**config.mk**
```make
export PLATFORM = sky130hd
export DESIGN_NAME = ir_climate_frame_pulse_encoder_core_flat
export DESIGN_NICKNAME = d
export VERILOG_FILES = /design/src/hw/rtl/ircfpe_pkg.sv /design/src/hw/rtl/ircfpe_if.sv /design/src/hw/rtl/ir_climate_frame_pulse_encoder_core.sv /design/src/hw/rtl/ircfpe_cfg_regs.sv /design/src/hw/rtl/ircfpe_frame_mem.sv /design/src/hw/rtl/ircfpe_seq.sv /design/src/flat_wrapper.sv
export SDC_FILE = /design/constraint.sdc
export NUM_CORES = 1
export LEC_CHECK = 0
export ABC_AREA = 1
export BUFFER_PORTS_ARGS = -buffer_cell sky130_fd_sc_hd__buf_2
export CAP_MARGIN = 0
export CELL_PAD_IN_SITES_DETAIL_PLACEMENT = 1
export CELL_PAD_IN_SITES_GLOBAL_PLACEMENT = 1
export CORE_UTILIZATION = 40
export CTS_BUF_LIST = sky130_fd_sc_hd__clkbuf_4 sky130_fd_sc_hd__clkbuf_8
export CTS_CLUSTER_DIAMETER = 50
export DETAILED_ROUTE_END_ITERATION = 7
export GPL_TIMING_DRIVEN = 0
export HOLD_SLACK_MARGIN = 0.15
export PLACE_DENSITY_LB_ADDON = 0.12
export REMOVE_ABC_BUFFERS = 1
export SYNTH_ARGS = -nofsm -noshare
export SYNTH_HDL_FRONTEND = slang
export SYNTH_SLANG_ARGS = --single-unit
```
**constraint.sdc**
```tcl
create_clock -name clk -period 3.05 [get_ports clk]
set_input_delay 0 -clock clk [delete_from_list [all_inputs] [get_ports clk]]
set_output_delay 0 -clock clk [all_outputs]
set_load 0.01 [all_outputs]
```
**src/hw/rtl/ircfpe_pkg.sv**
```systemverilog
// Shared types, constants and helper functions for the IR climate frame pulse encoder.
// Used by the channel interfaces and all encoder modules.
package ircfpe_pkg;

  // Frame geometry
  localparam int FRAME_BYTES = 19;
  localparam int PIDX_W      = 9;
  localparam int BYTE_IX_W   = 5;
  localparam logic [PIDX_W-1:0] TOTAL_PULSES = PIDX_W'(2 + FRAME_BYTES * 16 + 2);

  // Variable frame bytes live in a small command RAM: mode, temperature, fan.
  localparam int MEM_DEPTH = 3;
  localparam int MEM_AW    = 2;
  localparam logic [BYTE_IX_W-1:0] VAR_FIRST = BYTE_IX_W'(5);
  localparam logic [BYTE_IX_W-1:0] VAR_LAST  = BYTE_IX_W'(10);

  // Field widths
  localparam int DUR_W   = 16;
  localparam int CFG_IX_W = 3;

  // Request opcodes
  localparam logic OP_LOAD    = 1'b0;
  localparam logic OP_ADVANCE = 1'b1;

  // Command field codes
  localparam logic [2:0] MODE_HEAT    = 3'd4;
  localparam logic [2:0] SPEED_HIGH   = 3'd4;
  localparam logic [1:0] STATUS_ECON  = 2'd1;
  localparam logic [1:0] STATUS_POWER = 2'd2;
  localparam logic [7:0] ECON_BYTE    = 8'h06;
  localparam logic [7:0] TEMP_BASE    = 8'd17;

  // Configuration register indexes
  typedef enum logic [CFG_IX_W-1:0] {
    REG_ANNOUNCE_MARK = 3'd0,
    REG_ZERO_SPACE    = 3'd1,
    REG_ONE_SPACE     = 3'd2,
    REG_START_MARK    = 3'd3,
    REG_START_SPACE   = 3'd4
  } cfg_reg_e;

  typedef struct packed {
    logic [DUR_W-1:0] announce_mark;
    logic [DUR_W-1:0] zero_space;
    logic [DUR_W-1:0] one_space;
    logic [DUR_W-1:0] start_mark;
    logic [DUR_W-1:0] start_space;
  } cfg_regs_t;

  // Kind of pulse a request produces
  typedef enum logic [2:0] {
    PK_NONE,
    PK_START_MARK,
    PK_START_SPACE,
    PK_ANNOUNCE,
    PK_DATA_SPACE,
    PK_END_SPACE
  } pulse_kind_e;

  // Decoded request carried from the sequencer to the output stage
  typedef struct packed {
    pulse_kind_e kind;
    logic [7:0]  hdr_byte;
    logic        use_mem;
    logic        mem_inv;
    logic [2:0]  bit_ix;
  } stage_t;

  // Base (uncomplemented) variable bytes of a command
  typedef struct packed {
    logic [7:0] fan_byte;
    logic [7:0] temp_byte;
    logic [7:0] mode_byte;
  } cmd_bytes_t;

  typedef struct packed {
    logic       en;
    cmd_bytes_t bytes;
  } cmd_wr_t;

  // Fixed header bytes; variable positions read as zero here
  function automatic logic [7:0] header_byte(input logic [BYTE_IX_W-1:0] ix);
    logic [7:0] b;
    unique case (ix)
      5'd0:    b = 8'h52;
      5'd1:    b = 8'hAE;
      5'd2:    b = 8'hC3;
      5'd3:    b = 8'h1A;
      5'd4:    b = 8'hE5;
      5'd11:   b = 8'h3F;
      5'd12:   b = 8'hC0;
      5'd13:   b = 8'h37;
      5'd14:   b = 8'hC8;
      5'd15:   b = 8'hFF;
      5'd17:   b = 8'h7F;
      5'd18:   b = 8'h80;
      default: b = 8'h00;
    endcase
    return b;
  endfunction

  // Build the three base bytes from a command; out-of-range codes fall back to auto/normal
  function automatic cmd_bytes_t build_cmd(input logic       power_off,
                                           input logic [2:0] mode,
                                           input logic [4:0] temp_c,
                                           input logic [1:0] status,
                                           input logic [2:0] fan_speed);
    cmd_bytes_t c;
    logic [2:0] m;
    logic [2:0] s;
    m = (mode > MODE_HEAT) ? 3'd0 : mode;
    s = (fan_speed > SPEED_HIGH) ? 3'd0 : fan_speed;
    c.mode_byte = {4'b0000, ~power_off, m};
    c.temp_byte = {3'b000, temp_c} - TEMP_BASE;
    priority if (status == STATUS_ECON) begin
      c.fan_byte = ECON_BYTE;
    end else if (status == STATUS_POWER) begin
      c.fan_byte = {4'b0000, 1'b1, s};
    end else begin
      c.fan_byte = {5'b00000, s};
    end
    return c;
  endfunction

endpackage

```
**src/hw/rtl/ircfpe_if.sv**
```systemverilog
// Valid/ready channel interfaces: command requests, pulse results, register writes.
// Depends on ircfpe_pkg for field widths.
interface ircfpe_req_if;
  logic       valid;
  logic       ready;
  logic       op;
  logic       power_off;
  logic [2:0] mode;
  logic [4:0] temp_c;
  logic [1:0] status;
  logic [2:0] fan_speed;

  modport source (output valid, op, power_off, mode, temp_c, status, fan_speed,
                  input ready);
  modport sink   (input valid, op, power_off, mode, temp_c, status, fan_speed,
                  output ready);
endinterface

interface ircfpe_pulse_if;
  logic                          valid;
  logic                          ready;
  logic                          pulse_valid;
  logic                          led_on;
  logic [ircfpe_pkg::DUR_W-1:0]  duration_us;
  logic                          last_pulse;

  modport source (output valid, pulse_valid, led_on, duration_us, last_pulse,
                  input ready);
  modport sink   (input valid, pulse_valid, led_on, duration_us, last_pulse,
                  output ready);
endinterface

interface ircfpe_cfg_if;
  logic                            valid;
  logic                            ready;
  logic [ircfpe_pkg::CFG_IX_W-1:0] index;
  logic [ircfpe_pkg::DUR_W-1:0]    data;

  modport source (output valid, index, data, input ready);
  modport sink   (input valid, index, data, output ready);
endinterface

```
**src/hw/rtl/ir_climate_frame_pulse_encoder_core.sv**
```systemverilog
// IR climate remote frame pulse encoder, top level.
// Instantiates the timing registers, pulse sequencer and command RAM; depends on
// ircfpe_pkg and the channel interfaces in ircfpe_if.sv.
//
// Usage:
//   req  - requests: op 0 loads a command (mode, temperature, status, fan) and
//          restarts the frame; op 1 asks for the next mark or space.
//   rsp  - one result per request: pulse_valid, led_on, duration_us, last_pulse.
//          Loads and requests while no frame is active return all zeros.
//   cfg  - timing register writes (index, data), always ready; write only while
//          the block is idle.
//   A frame is 308 pulses: start mark/space, 152 bit pairs LSB first, then a
//   final announce mark and a zero-length space flagged last_pulse.
//   Throughput: one request per cycle while rsp is taken. A result passes the
//   decode stage, then the output register that also takes the command RAM
//   read data, before it is on rsp.
//   Reset: timing registers return to defaults and the encoder goes idle; the
//   command RAM is not cleared, since no frame can start without a load.
//   Stall: while rsp is not taken the result holds, one more request is held in
//   the decode stage, and req.ready then drops.
module ir_climate_frame_pulse_encoder_core (
  input  logic          clk,
  input  logic          rst,
  ircfpe_req_if.sink    req,
  ircfpe_pulse_if.source rsp,
  ircfpe_cfg_if.sink    cfg
);

  ircfpe_pkg::cfg_regs_t           regs;
  ircfpe_pkg::stage_t              s1;
  ircfpe_pkg::cmd_wr_t             cmd_wr;
  logic                            s1_valid;
  logic                            out_free;
  logic                            rd_en;
  logic [ircfpe_pkg::MEM_AW-1:0]   rd_addr;
  logic [7:0]                      rd_data;
  logic [7:0]                      byte_val;
  logic                            data_bit;
  logic                            led_next;
  logic                            last_next;
  logic [ircfpe_pkg::DUR_W-1:0]    dur_next;

  logic                            out_valid;
  logic                            out_pulse_valid;
  logic                            out_led_on;
  logic [ircfpe_pkg::DUR_W-1:0]    out_duration;
  logic                            out_last;

  ircfpe_cfg_regs u_regs (
    .clk  (clk),
    .rst  (rst),
    .cfg  (cfg),
    .regs (regs)
  );

  ircfpe_seq u_seq (
    .clk      (clk),
    .rst      (rst),
    .req      (req),
    .out_free (out_free),
    .s1_valid (s1_valid),
    .s1       (s1),
    .rd_en    (rd_en),
    .rd_addr  (rd_addr),
    .cmd_wr   (cmd_wr)
  );

  ircfpe_frame_mem u_mem (
    .clk     (clk),
    .rst     (rst),
    .cmd_wr  (cmd_wr),
    .rd_en   (rd_en),
    .rd_addr (rd_addr),
    .rd_data (rd_data)
  );

  // Output register is free when empty or being taken
  assign out_free = !out_valid || rsp.ready;

  // Frame byte for this bit: header constant or RAM byte, complemented where needed
  assign byte_val = s1.use_mem ? (s1.mem_inv ? ~rd_data : rd_data) : s1.hdr_byte;
  assign data_bit = byte_val[s1.bit_ix];

  // Result fields by pulse kind
  always_comb begin
    led_next  = 1'b0;
    last_next = 1'b0;
    dur_next  = '0;
    unique case (s1.kind)
      ircfpe_pkg::PK_START_MARK: begin
        led_next = 1'b1;
        dur_next = regs.start_mark;
      end
      ircfpe_pkg::PK_START_SPACE: begin
        dur_next = regs.start_space;
      end
      ircfpe_pkg::PK_ANNOUNCE: begin
        led_next = 1'b1;
        dur_next = regs.announce_mark;
      end
      ircfpe_pkg::PK_DATA_SPACE: begin
        dur_next = data_bit ? regs.one_space : regs.zero_space;
      end
      ircfpe_pkg::PK_END_SPACE: begin
        last_next = 1'b1;
      end
      default: ;
    endcase
  end

  // Output register
  always_ff @(posedge clk) begin
    if (rst) begin
      out_valid <= 1'b0;
    end else if (out_free) begin
      out_valid <= s1_valid;
    end
  end

  always_ff @(posedge clk) begin
    if (out_free && s1_valid) begin
      out_pulse_valid <= (s1.kind != ircfpe_pkg::PK_NONE);
      out_led_on      <= led_next;
      out_duration    <= dur_next;
      out_last        <= last_next;
    end
  end

  assign rsp.valid       = out_valid;
  assign rsp.pulse_valid = out_pulse_valid;
  assign rsp.led_on      = out_led_on;
  assign rsp.duration_us = out_duration;
  assign rsp.last_pulse  = out_last;

endmodule

```
**src/hw/rtl/ircfpe_cfg_regs.sv**
```systemverilog
// Pulse timing register file, written over the configuration channel.
// Depends on ircfpe_pkg and ircfpe_cfg_if.
module ircfpe_cfg_regs (
  input  logic                   clk,
  input  logic                   rst,
  ircfpe_cfg_if.sink             cfg,
  output ircfpe_pkg::cfg_regs_t  regs
);

  // Writes are always accepted, taking effect at the next clock edge
  assign cfg.ready = 1'b1;

  // Register update; unknown indexes are dropped
  always_ff @(posedge clk) begin
    if (rst) begin
      regs.announce_mark <= 16'd375;
      regs.zero_space    <= 16'd400;
      regs.one_space     <= 16'd1190;
      regs.start_mark    <= 16'd3180;
      regs.start_space   <= 16'd1580;
    end else if (cfg.valid) begin
      unique case (ircfpe_pkg::cfg_reg_e'(cfg.index))
        ircfpe_pkg::REG_ANNOUNCE_MARK: regs.announce_mark <= cfg.data;
        ircfpe_pkg::REG_ZERO_SPACE:    regs.zero_space    <= cfg.data;
        ircfpe_pkg::REG_ONE_SPACE:     regs.one_space     <= cfg.data;
        ircfpe_pkg::REG_START_MARK:    regs.start_mark    <= cfg.data;
        ircfpe_pkg::REG_START_SPACE:   regs.start_space   <= cfg.data;
        default: ;
      endcase
    end
  end

endmodule

```
**src/hw/rtl/ircfpe_frame_mem.sv**
```systemverilog
// Command RAM holding the mode, temperature and fan bytes, with a write sequencer
// that stores a loaded command one byte per cycle. Depends on ircfpe_pkg.
module ircfpe_frame_mem (
  input  logic                                clk,
  input  logic                                rst,
  input  ircfpe_pkg::cmd_wr_t                 cmd_wr,
  input  logic                                rd_en,
  input  logic [ircfpe_pkg::MEM_AW-1:0]       rd_addr,
  output logic [7:0]                          rd_data
);

  logic [7:0]                     mem [ircfpe_pkg::MEM_DEPTH];
  ircfpe_pkg::cmd_bytes_t         pend;
  logic                           wr_busy;
  logic [ircfpe_pkg::MEM_AW-1:0]  wr_ptr;
  logic [7:0]                     wr_byte;

  // Byte for the current write slot
  always_comb begin
    unique case (wr_ptr)
      2'd0:    wr_byte = pend.mode_byte;
      2'd1:    wr_byte = pend.temp_byte;
      default: wr_byte = pend.fan_byte;
    endcase
  end

  // Write sequencer: a new load restarts it from slot 0
  always_ff @(posedge clk) begin
    if (rst) begin
      wr_busy <= 1'b0;
      wr_ptr  <= '0;
    end else if (cmd_wr.en) begin
      wr_busy <= 1'b1;
      wr_ptr  <= '0;
    end else if (wr_busy) begin
      wr_busy <= (wr_ptr != ircfpe_pkg::MEM_AW'(ircfpe_pkg::MEM_DEPTH - 1));
      wr_ptr  <= wr_ptr + ircfpe_pkg::MEM_AW'(1);
    end
  end

  // Pending command bytes
  always_ff @(posedge clk) begin
    if (cmd_wr.en) begin
      pend <= cmd_wr.bytes;
    end
  end

  // RAM write port; a variable byte is first read 84 requests after a load,
  // long after the three writes have landed
  always_ff @(posedge clk) begin
    if (wr_busy && !cmd_wr.en) begin
      mem[wr_ptr] <= wr_byte;
    end
  end

  // RAM read port, registered
  always_ff @(posedge clk) begin
    if (rd_en) begin
      rd_data <= mem[rd_addr];
    end
  end

`ifndef SYNTHESIS
  a_load_starts_writer: assert property (@(posedge clk) disable iff (rst)
    cmd_wr.en |=> (wr_busy && wr_ptr == '0))
    else $error("write sequencer did not restart on load");

  a_wr_ptr_range: assert property (@(posedge clk) disable iff (rst)
    wr_busy |-> (wr_ptr <= ircfpe_pkg::MEM_AW'(ircfpe_pkg::MEM_DEPTH - 1)))
    else $error("write pointer beyond command RAM");
`endif

endmodule

```
**src/hw/rtl/ircfpe_seq.sv**
```systemverilog
// Pulse sequencer: pulse index and frame-active flag, request decode, RAM read
// issue and the decoded request stage. Depends on ircfpe_pkg and ircfpe_req_if.
module ircfpe_seq (
  input  logic                           clk,
  input  logic                           rst,
  ircfpe_req_if.sink                     req,
  input  logic                           out_free,
  output logic                           s1_valid,
  output ircfpe_pkg::stage_t             s1,
  output logic                           rd_en,
  output logic [ircfpe_pkg::MEM_AW-1:0]  rd_addr,
  output ircfpe_pkg::cmd_wr_t            cmd_wr
);

  logic [ircfpe_pkg::PIDX_W-1:0]    pulse_index;
  logic [ircfpe_pkg::PIDX_W-1:0]    pulse_index_next;
  logic                             sending;
  logic                             sending_next;
  logic                             accept;
  logic [ircfpe_pkg::PIDX_W-1:0]    k;
  logic [ircfpe_pkg::BYTE_IX_W-1:0] byte_ix;
  logic [ircfpe_pkg::BYTE_IX_W-1:0] offset;
  logic                             at_end;
  ircfpe_pkg::stage_t               s0;

  // Handshake: take a request when the stage is empty or drains this cycle
  assign req.ready = !s1_valid || out_free;
  assign accept    = req.valid && req.ready;

  // Bit position of the current data pulse pair
  assign k       = pulse_index - ircfpe_pkg::PIDX_W'(2);
  assign byte_ix = k[ircfpe_pkg::BYTE_IX_W+3:4];
  assign offset  = byte_ix - ircfpe_pkg::VAR_FIRST;
  assign at_end  = (pulse_index == ircfpe_pkg::TOTAL_PULSES - ircfpe_pkg::PIDX_W'(1));

  // Decode the request against the current position
  always_comb begin
    s0.kind     = ircfpe_pkg::PK_NONE;
    s0.hdr_byte = ircfpe_pkg::header_byte(byte_ix);
    s0.use_mem  = (byte_ix >= ircfpe_pkg::VAR_FIRST) && (byte_ix <= ircfpe_pkg::VAR_LAST);
    s0.mem_inv  = ~offset[0];
    s0.bit_ix   = k[3:1];
    pulse_index_next = pulse_index;
    sending_next     = sending;
    if (req.op == ircfpe_pkg::OP_LOAD) begin
      pulse_index_next = '0;
      sending_next     = 1'b1;
    end else if (sending) begin
      priority if (pulse_index == '0) begin
        s0.kind = ircfpe_pkg::PK_START_MARK;
      end else if (pulse_index == ircfpe_pkg::PIDX_W'(1)) begin
        s0.kind = ircfpe_pkg::PK_START_SPACE;
      end else if (pulse_index == ircfpe_pkg::TOTAL_PULSES - ircfpe_pkg::PIDX_W'(2)) begin
        s0.kind = ircfpe_pkg::PK_ANNOUNCE;
      end else if (at_end) begin
        s0.kind = ircfpe_pkg::PK_END_SPACE;
      end else if (k[0]) begin
        s0.kind = ircfpe_pkg::PK_DATA_SPACE;
      end else begin
        s0.kind = ircfpe_pkg::PK_ANNOUNCE;
      end
      pulse_index_next = at_end ? '0 : pulse_index + ircfpe_pkg::PIDX_W'(1);
      sending_next     = !at_end;
    end
  end

  // RAM read for data spaces that fall in the variable bytes
  assign rd_en   = accept && (s0.kind == ircfpe_pkg::PK_DATA_SPACE) && s0.use_mem;
  assign rd_addr = offset[ircfpe_pkg::MEM_AW:1];

  // Command bytes to the RAM on a load
  assign cmd_wr.en    = accept && (req.op == ircfpe_pkg::OP_LOAD);
  assign cmd_wr.bytes = ircfpe_pkg::build_cmd(req.power_off, req.mode, req.temp_c,
                                              req.status, req.fan_speed);

  // Position state
  always_ff @(posedge clk) begin
    if (rst) begin
      pulse_index <= '0;
      sending     <= 1'b0;
    end else if (accept) begin
      pulse_index <= pulse_index_next;
      sending     <= sending_next;
    end
  end

  // Decoded request stage
  always_ff @(posedge clk) begin
    if (rst) begin
      s1_valid <= 1'b0;
    end else if (accept) begin
      s1_valid <= 1'b1;
    end else if (out_free) begin
      s1_valid <= 1'b0;
    end
  end

  always_ff @(posedge clk) begin
    if (accept) begin
      s1 <= s0;
    end
  end

`ifndef SYNTHESIS
  a_idle_index_zero: assert property (@(posedge clk) disable iff (rst)
    !sending |-> (pulse_index == '0))
    else $error("pulse index nonzero while idle");

  a_index_range: assert property (@(posedge clk) disable iff (rst)
    pulse_index < ircfpe_pkg::TOTAL_PULSES)
    else $error("pulse index past end of frame");
`endif

endmodule

```
**src/flat_wrapper.sv**
```systemverilog
// flat-port wrapper written by rule: the top's interface ports become plain ports
module ir_climate_frame_pulse_encoder_core_flat 
  (clk, rst, req_valid, req_op, req_power_off, req_mode, req_temp_c, req_status, req_fan_speed, req_ready, rsp_valid, rsp_pulse_valid, rsp_led_on, rsp_duration_us, rsp_last_pulse, rsp_ready, cfg_valid, cfg_index, cfg_data, cfg_ready);
  ircfpe_req_if req_i ();
  ircfpe_pulse_if rsp_i ();
  ircfpe_cfg_if cfg_i ();
  input  logic clk;
  input  logic rst;
  input wire logic [$bits(req_i.valid)-1:0] req_valid;
  input wire logic [$bits(req_i.op)-1:0] req_op;
  input wire logic [$bits(req_i.power_off)-1:0] req_power_off;
  input wire logic [$bits(req_i.mode)-1:0] req_mode;
  input wire logic [$bits(req_i.temp_c)-1:0] req_temp_c;
  input wire logic [$bits(req_i.status)-1:0] req_status;
  input wire logic [$bits(req_i.fan_speed)-1:0] req_fan_speed;
  output wire logic [$bits(req_i.ready)-1:0] req_ready;
  output wire logic [$bits(rsp_i.valid)-1:0] rsp_valid;
  output wire logic [$bits(rsp_i.pulse_valid)-1:0] rsp_pulse_valid;
  output wire logic [$bits(rsp_i.led_on)-1:0] rsp_led_on;
  output wire logic [$bits(rsp_i.duration_us)-1:0] rsp_duration_us;
  output wire logic [$bits(rsp_i.last_pulse)-1:0] rsp_last_pulse;
  input wire logic [$bits(rsp_i.ready)-1:0] rsp_ready;
  input wire logic [$bits(cfg_i.valid)-1:0] cfg_valid;
  input wire logic [$bits(cfg_i.index)-1:0] cfg_index;
  input wire logic [$bits(cfg_i.data)-1:0] cfg_data;
  output wire logic [$bits(cfg_i.ready)-1:0] cfg_ready;
  assign req_i.valid = req_valid;
  assign req_i.op = req_op;
  assign req_i.power_off = req_power_off;
  assign req_i.mode = req_mode;
  assign req_i.temp_c = req_temp_c;
  assign req_i.status = req_status;
  assign req_i.fan_speed = req_fan_speed;
  assign req_ready = req_i.ready;
  assign rsp_valid = rsp_i.valid;
  assign rsp_pulse_valid = rsp_i.pulse_valid;
  assign rsp_led_on = rsp_i.led_on;
  assign rsp_duration_us = rsp_i.duration_us;
  assign rsp_last_pulse = rsp_i.last_pulse;
  assign rsp_i.ready = rsp_ready;
  assign cfg_i.valid = cfg_valid;
  assign cfg_i.index = cfg_index;
  assign cfg_i.data = cfg_data;
  assign cfg_ready = cfg_i.ready;
  ir_climate_frame_pulse_encoder_core u_core (.clk(clk), .rst(rst), .req(req_i), .rsp(rsp_i), .cfg(cfg_i));
endmodule
```
==> reports/results.ini, run 1 <==
[status]
status=finished, final reports clean

[routing]
via_per_inst=4.945
vias=6275
wl_um=19330
final_antenna_net_count=0
firstDrtPassIters=4
drcViolationCount=0
wl_per_cell_um=15.23
drt_iter0_markers=266

[grt]
antenna_found_initial=0
track_usage_pct=20.76
grt_max_degree=62
first_global_vias=6244
overflow=0
grt_pass1_wl_um=32000

[cells_and_area]
synthToLayoutAreaGrowth_pct=18.18
fin_cells=1269
drive_above_1_share_pct=13.38
n_antenna_cell=0
fin_nets=1049

[sta]
hold_viol_final=0
finClkSkew_ns=0.01776
period_needed_ns=2.715
final.setup.tns_ns=0
period_share_pct=89.00
setup_viol=0
drv_slew=0
timing.fmax_ghz=0.3684
tightest_slew_ns=1.168
relSlewSlack_pct=21.87
rsz0062_at_grt=false

[synth]
syn_area_mm2=0.007735
synthDistinctLibCells=44
ys_seq_area_share_pct=52.54
synth-seq-cells=167
synth_edf_count=72
synthAdderAreaFrac_pct=2.265
synth-simple-area-share_pct=18.42
syn_inst=905
synth-main-ff-cell=dfxtp_1
ys_async_sr_fraction_pct=0
synth-xor-area-share_pct=1.763
synth_compound_area_share_pct=15.92
syn_area_per_cell_um2=8.547
synth_top_family_by_area=simple AND/OR/NAND/NOR gates
ys_warn_count=0
synth_mux_area_share_pct=0

[worst_setup_path]
required_ns=3.37
critical_path_class=flop to flop
cp-end-kind=flop
r2r-end=u_core.rsp.duration_us[6]$_DFFE_PP_
r2r_start=u_core.u_seq.s1[15]$_DFFE_PP_
critPathMaxFanout=22
cp-start-kind=flop
r2r_cells=5
arrival_ns=3.03
reg2reg_slack_ns=0.34

[worst_hold_path]
hp-class=input port to flop
holdPathStages=5
hold_end=u_core.u_regs.regs[21]$_SDFFE_PP1P_
hp-start=cfg_index[2]

[place]
io_buffers=59
dp_hpwl_um=12850
placedCellCount=1187
gp_congestion=0.7372

[die]
fp.dieH_um=141.1
ios=61
die_area_mm2=0.01990
start_util_pct=41.08
chipWidth_um=141.1
core_area_mm2=0.01883
fp-row-count=50

[job]
cap_viol_max_count=0

[clocking]
numCtsBuffers=17
clkSinkCount=167
worstSkewPairLatency_ns=0.46
cts_tree=done
cts_max_level=4
max-clock-path-buffers=2
clk_root_buffer_cell=clkbuf_8
clkSlewWorstSetupHoldPaths_ns=0.09

[power]
powerDensity_mw_per_mm2=517.0
ir_drop_v=0.0003332
p_total_uw=4726
p_leak_uw=0.003888

metrics by stage:
stage | util, % | instance area, µm² | setup WS, ns | hold WS [ns]
after floorplan | - | 7546 | 0.7523 | 0.06907
after global placement | 43.37 | 8167 | -0.2066 | 0.2394
after detailed placement | 43.68 | 8225 | 0.2919 | 0.2422
after CTS | 48.53 | 9139 | 0.2668 | 0.1674
after global routing | 48.54 | 9141 | 0.06367 | 0.2436
final | 48.54 | 9141 | 0.3355 | 0.1784
report_power, final:
part	switching [µW]	leakage, µW	internal (µW)
logic	372	0.00222	217
clock network	835	0.000217	827
registers	41.4	0.00145	2430
total	1250	0.00389	3480
layer usage:
layer / vias to the layer above / routed length, µm / global-route usage, %
met4: 0 / 197 / 6.293
met2: 105 / 9039 / 33.90
met3: 15 / 791 / 2.989
li1: 3199 / - / -
met5: - / 0 / 0
met1: 2956 / 9299 / 28.42
kinds of logic after synthesis:
logic type                 count (synthesis)
AOI/OAI and AO/OA                        211
buffers and inverters                    176
other                                      1
adders and majority gates                 14
xor gates and xnor gates                  10
and+or+nand+nor                          326
DFF                                      167
layout by cell type, fill, tap and decap left out, types with 3 or more instances in the layout:
| cell type | instances |
|---|---|
| a41oi_1 | 16 |
| bufinv_16 | 3 |
| edfxtp_1 | 72 |
| buf_2 | 59 |
| nand2_2 | 4 |
| a22oi_1 | 4 |
| o21ai_2 | 4 |
| clkbuf_8 | 17 |
| nand2_1 | 158 |
| o21ai_1 | 4 |
| nand3_1 | 65 |
| xor2_1 | 4 |
| nor3_1 | 5 |
| a21oi_1 | 67 |
| o211ai_1 | 15 |
| nor2_2 | 7 |
| clkinv_2 | 4 |
| o21ai_0 | 73 |
| a21oi_2 | 3 |
| dfxtp_1 | 95 |
| dlygate4sd3_1 | 50 |
| xor2_2 | 4 |
| o22ai_1 | 16 |
| clkinv_4 | 3 |
| ha_1 | 14 |
| inv_1 | 129 |
| nand4_1 | 3 |
| inv_2 | 7 |
| nand2_4 | 3 |
| nor2_1 | 71 |
| o21a_1 | 6 |
sequential cells by signal, indices dropped and copies added (netlist names):
| signal | count |
|---|---|
| u_core.rsp.last_pulse | 1 |
| u_core.rsp.led_on | 1 |
| u_core.u_mem.pend | 14 |
| u_core.u_seq.pulse_index | 9 |
| u_core.rsp.pulse_valid | 1 |
| u_core.rsp.valid | 1 |
| u_core.u_mem.wr_ptr | 2 |
| u_core.u_mem.rd_data | 6 |
| u_core.u_seq.sending | 1 |
| u_core.u_seq.s1 | 15 |
| u_core.rsp.duration_us | 16 |
| u_core.u_seq.s1_valid | 1 |
| u_core.u_mem.mem | 18 |
| u_core.u_mem.wr_busy | 1 |
| u_core.u_regs.regs | 80 |
cell usage after synthesis, types with 7 or more instances:
cell type / n / area (µm²)
buf_2: 7 / 35.03
o22ai_1: 16 / 100.1
o211ai_1: 15 / 112.6
o21ai_0: 73 / 365.4
edfxtp_1: 72 / 2162
inv_1: 130 / 488.0
ha_1: 14 / 175.2
a21oi_1: 68 / 340.3
nand3_1: 65 / 325.3
clkbuf_1: 28 / 105.1
dfxtp_1: 95 / 1902
a41oi_1: 16 / 140.1
nor2_1: 72 / 270.3
nand2_1: 158 / 593.1
critical path, cell delays in order (launching register included):
cell and delay [ns]:
edfxtp_1 0.37, inv_1 0.66, nand3_1 0.87, o22ai_1 0.41, a41oi_1 0.11, nand2_1 0.14
how the worst max path moves through the flow:
| stage | cells past startpoint | startpoint | end |
|---|---|---|---|
| final | 5 | u_core.u_seq.s1[15]$_DFFE_PP_ | u_core.rsp.duration_us[6]$_DFFE_PP_ |
| after detailed placement | 13 | u_core.u_seq.pulse_index[1]$_SDFFE_PP0P_ | u_core.u_mem.rd_data[4]$_DFFE_PP_ |
| after global routing | 10 | u_core.u_seq.pulse_index[1]$_SDFFE_PP0P_ | u_core.u_mem.rd_data[1]$_DFFE_PP_ |
| after global placement | 3 | u_core.u_seq.s1[14]$_DFFE_PP_ | u_core.rsp.duration_us[3]$_DFFE_PP_ |
| after floorplan | 13 | u_core.u_seq.pulse_index[1]$_SDFFE_PP0P_ | u_core.u_mem.rd_data[0]$_DFFE_PP_ |
| after CTS | 13 | u_core.u_seq.pulse_index[1]$_SDFFE_PP0P_ | u_core.u_mem.rd_data[3]$_DFFE_PP_ |
cell type report:
type / count / area, µm²
Tap cell: 260 / 325.3
Fill cell: 2278 / 9689
Sequential cell: 167 / 4064
Clock buffer: 18 / 241.5
Clock inverter: 14 / 171.4
Inverter: 136 / 510.5
Timing Repair Buffer: 112 / 845.8
Multi-Input combinational cell: 562 / 2983
what timing repair did:
item / 4_1_cts / 5_1_grt
endpoints found under the setup margin: 0 / 6
gates resized for setup: 0 / 1
endpoints found under the hold margin: 113 / 0
hold buffers: 50 / 0
setup buffers: 0 / 0
No activity file was read; power rests on OpenSTA's default activity.
==> run 2: changes to the inputs <==
--- a/config.mk
+++ b/config.mk
@@ -5,7 +5,6 @@
 export SDC_FILE = /design/constraint.sdc
 export NUM_CORES = 1
 export LEC_CHECK = 0
-export ABC_AREA = 1
 export BUFFER_PORTS_ARGS = -buffer_cell sky130_fd_sc_hd__buf_2
 export CAP_MARGIN = 0
 export CELL_PAD_IN_SITES_DETAIL_PLACEMENT = 1
==> reports/results.ini, run 2 <==
[worst_hold_path]
holdPathStages=2
hp-class=input port to flop

[cells_and_area]
synthToLayoutAreaGrowth_pct=18.27
largest_reg_flops=80
drive_above_1_share_pct=15.32
final_util_pct=48.80
layout_common_cells=nand2_1, dfxtp_1, edfxtp_1
fin_nets=895
regArea_mm2=0.004064
multi_input_area_mm2=0.003251
stdcell_area_mm2=0.008886
largest-register=u_core.u_regs.regs
fill_cells=2036
layout_commonest_cell=nand2_1
n_antenna_cell=0

[sta]
layout_setup_ws_ns=0.1135
tightest_slew_ns=1.014
rsz0062_at_grt=false
hold_viol_final=0
final.setup.tns_ns=0
relSlewSlack_pct=32.31
period_needed_ns=2.936
finClkSkew_ns=0.01224
drv_slew=0
period_share_pct=96.28
hold_ws_ns=0.1746
timing.fmax_ghz=0.3405
setup_viol=0

[place]
placed_area_mm2=0.007940
dp_hpwl_um=12720
gp_congestion=0.7476
io_buffers=59
pre_cts_slack_ns=-0.1588

[power]
p_leak_uw=0.003374
ir_drop_v=0.0002803
powerDensity_mw_per_mm2=518.2

[routing]
drt_iter0_markers=241
wl_per_cell_um=18.28
firstDrtPassIters=8
wl_um=19820
drcViolationCount=3
via_per_inst=5.460
final_antenna_net_count=0
vias=5919

[synth]
synthDistinctLibCells=51
synth-seq-cells=167
syn_inst=764
syn_area_mm2=0.007513
synth_edf_count=72
yosysTopAreaCellShare_pct=28.78
ys_warn_count=0
synth-main-ff-cell=dfxtp_1
synthTopCellsByArea=edfxtp_1, dfxtp_1, nand2_1
synth_top_area_cell=edfxtp_1
syn_area_per_cell_um2=9.834
ys_seq_area_share_pct=54.09
ys_async_sr_fraction_pct=0
synth_most_common_cell=nand2_1
synthTopCellsByCount=nand2_1, dfxtp_1, a21oi_1, edfxtp_1, clkbuf_1

[die]
ios=61
core_area_mm2=0.01821
start_util_pct=41.26
fp.dieH_um=139.1
fp-row-count=49
die_area_mm2=0.01934
chipWidth_um=139.1

[status]
status=finished with violations
violations=DRC

[clocking]
cts_tree=done
clk_root_buffer_cell=clkbuf_8
numCtsBuffers=17
clkSinkCount=167
worstSkewPairLatency_ns=0.46
cts_max_level=4
clkSlewWorstSetupHoldPaths_ns=0.08
max-clock-path-buffers=2

[worst_setup_path]
arrival_ns=3.15
critPathMaxFanout=7
r2r_cells=8
cp-start-kind=flop
critical_path_class=flop to flop
cp-end-kind=flop
required_ns=3.26

[grt]
grt_pass1_wl_um=32270
grt_max_degree=96
overflow=0
track_usage_pct=21.39
antenna_found_initial=0
first_global_vias=6377

[job]
cap_viol_max_count=0

[run 2: changes by cell type after synthesis, moves of 35 or more]
cell     before  now
inv_1       130   19
nand3_1      65    5
nand2_1     158  193
nor2_1       72   19
o21ai_0      73   18
[run 2: worst paths after layout]
| kind | start | end | slack (ns) |
|---|---|---|---|
| min reg2reg | u_core.u_regs.regs[7]$_SDFFE_PP0P_ | u_core.u_regs.regs[7]$_SDFFE_PP0P_ | 0.46 |
| min | rst | u_core.u_regs.regs[63]$_SDFFE_PP0P_ | 0.17 |
| max | u_core.u_seq.pulse_index[1]$_SDFFE_PP0P_ | u_core.u_mem.rd_data[1]$_DFFE_PP_ | 0.11 |
| max reg2reg | u_core.u_seq.pulse_index[1]$_SDFFE_PP0P_ | u_core.u_mem.rd_data[1]$_DFFE_PP_ | 0.11 |
[run 2: routing by layer]
layer  track usage [%]  share of wire, %  up-vias
li1                  -                 -     2833
met1             26.25                44     2961
met2             38.12                51      106
met3             4.213               3.2       19
met4             5.848               1.1        0
met5                 0                 0        -
[run 2: final cells by class]
| cell class | count | area share [%] |
|---|---|---|
| Clock buffer | 18 | 2.718 |
| Multi-Input combinational cell | 533 | 36.58 |
| Clock inverter | 14 | 2.295 |
| Inverter | 19 | 0.8026 |
| Sequential cell | 167 | 45.73 |
| Timing Repair Buffer | 104 | 8.645 |
| Tap cell | 229 | 3.224 |
[run 2: cells by family (layout without fill, tap and decap cells)]
group | after synthesis | count (layout) | synth area share, %
simple gates | 302 | 302 | 19.07
flops | 167 | 167 | 54.09
compound gates | 150 | 150 | 11.77
buf+inv | 64 | 155 | 3.664
mux | 49 | 49 | 7.044
xor+xnor | 17 | 17 | 1.982
fa+ha+maj | 14 | 14 | 2.331
other cells | 1 | 1 | 0.04991
[run 2: metrics by stage]
stage	std cells	total power, µW
floorplan	719	2650
global placement	1007	2782
detailed placement	1009	2808
CTS	1084	4638
global route	1084	4775
finish	1084	4605
[run 2: critical path, cell delays in order (launching register included)]
cell	delay, ns
dfxtp_1	0.44
inv_2	0.14
ha_1	0.20
or3b_2	0.55
xor2_4	0.20
ha_2	0.25
o311ai_0	0.46
a21oi_2	0.14
and3_2	0.30
[run 2: report_power, final]
group | total, µW | switching [µW] | leakage, µW | internal, µW
combinational | 360 | 204 | 0.00171 | 156
clock | 1800 | 826 | 0.000221 | 977
sequential | 2440 | 43.0 | 0.00145 | 2400
[run 2: what timing repair did]
action | 4_1_cts | 5_1_grt
pin swaps | 1 | 0
cloned | 0 | 0
buffers inserted | 1 | 0
hold buffers | 42 | 0
gates resized for setup | 5 | 6
hold endpoints to repair | 110 | 0
setup endpoints to repair | 17 | 6
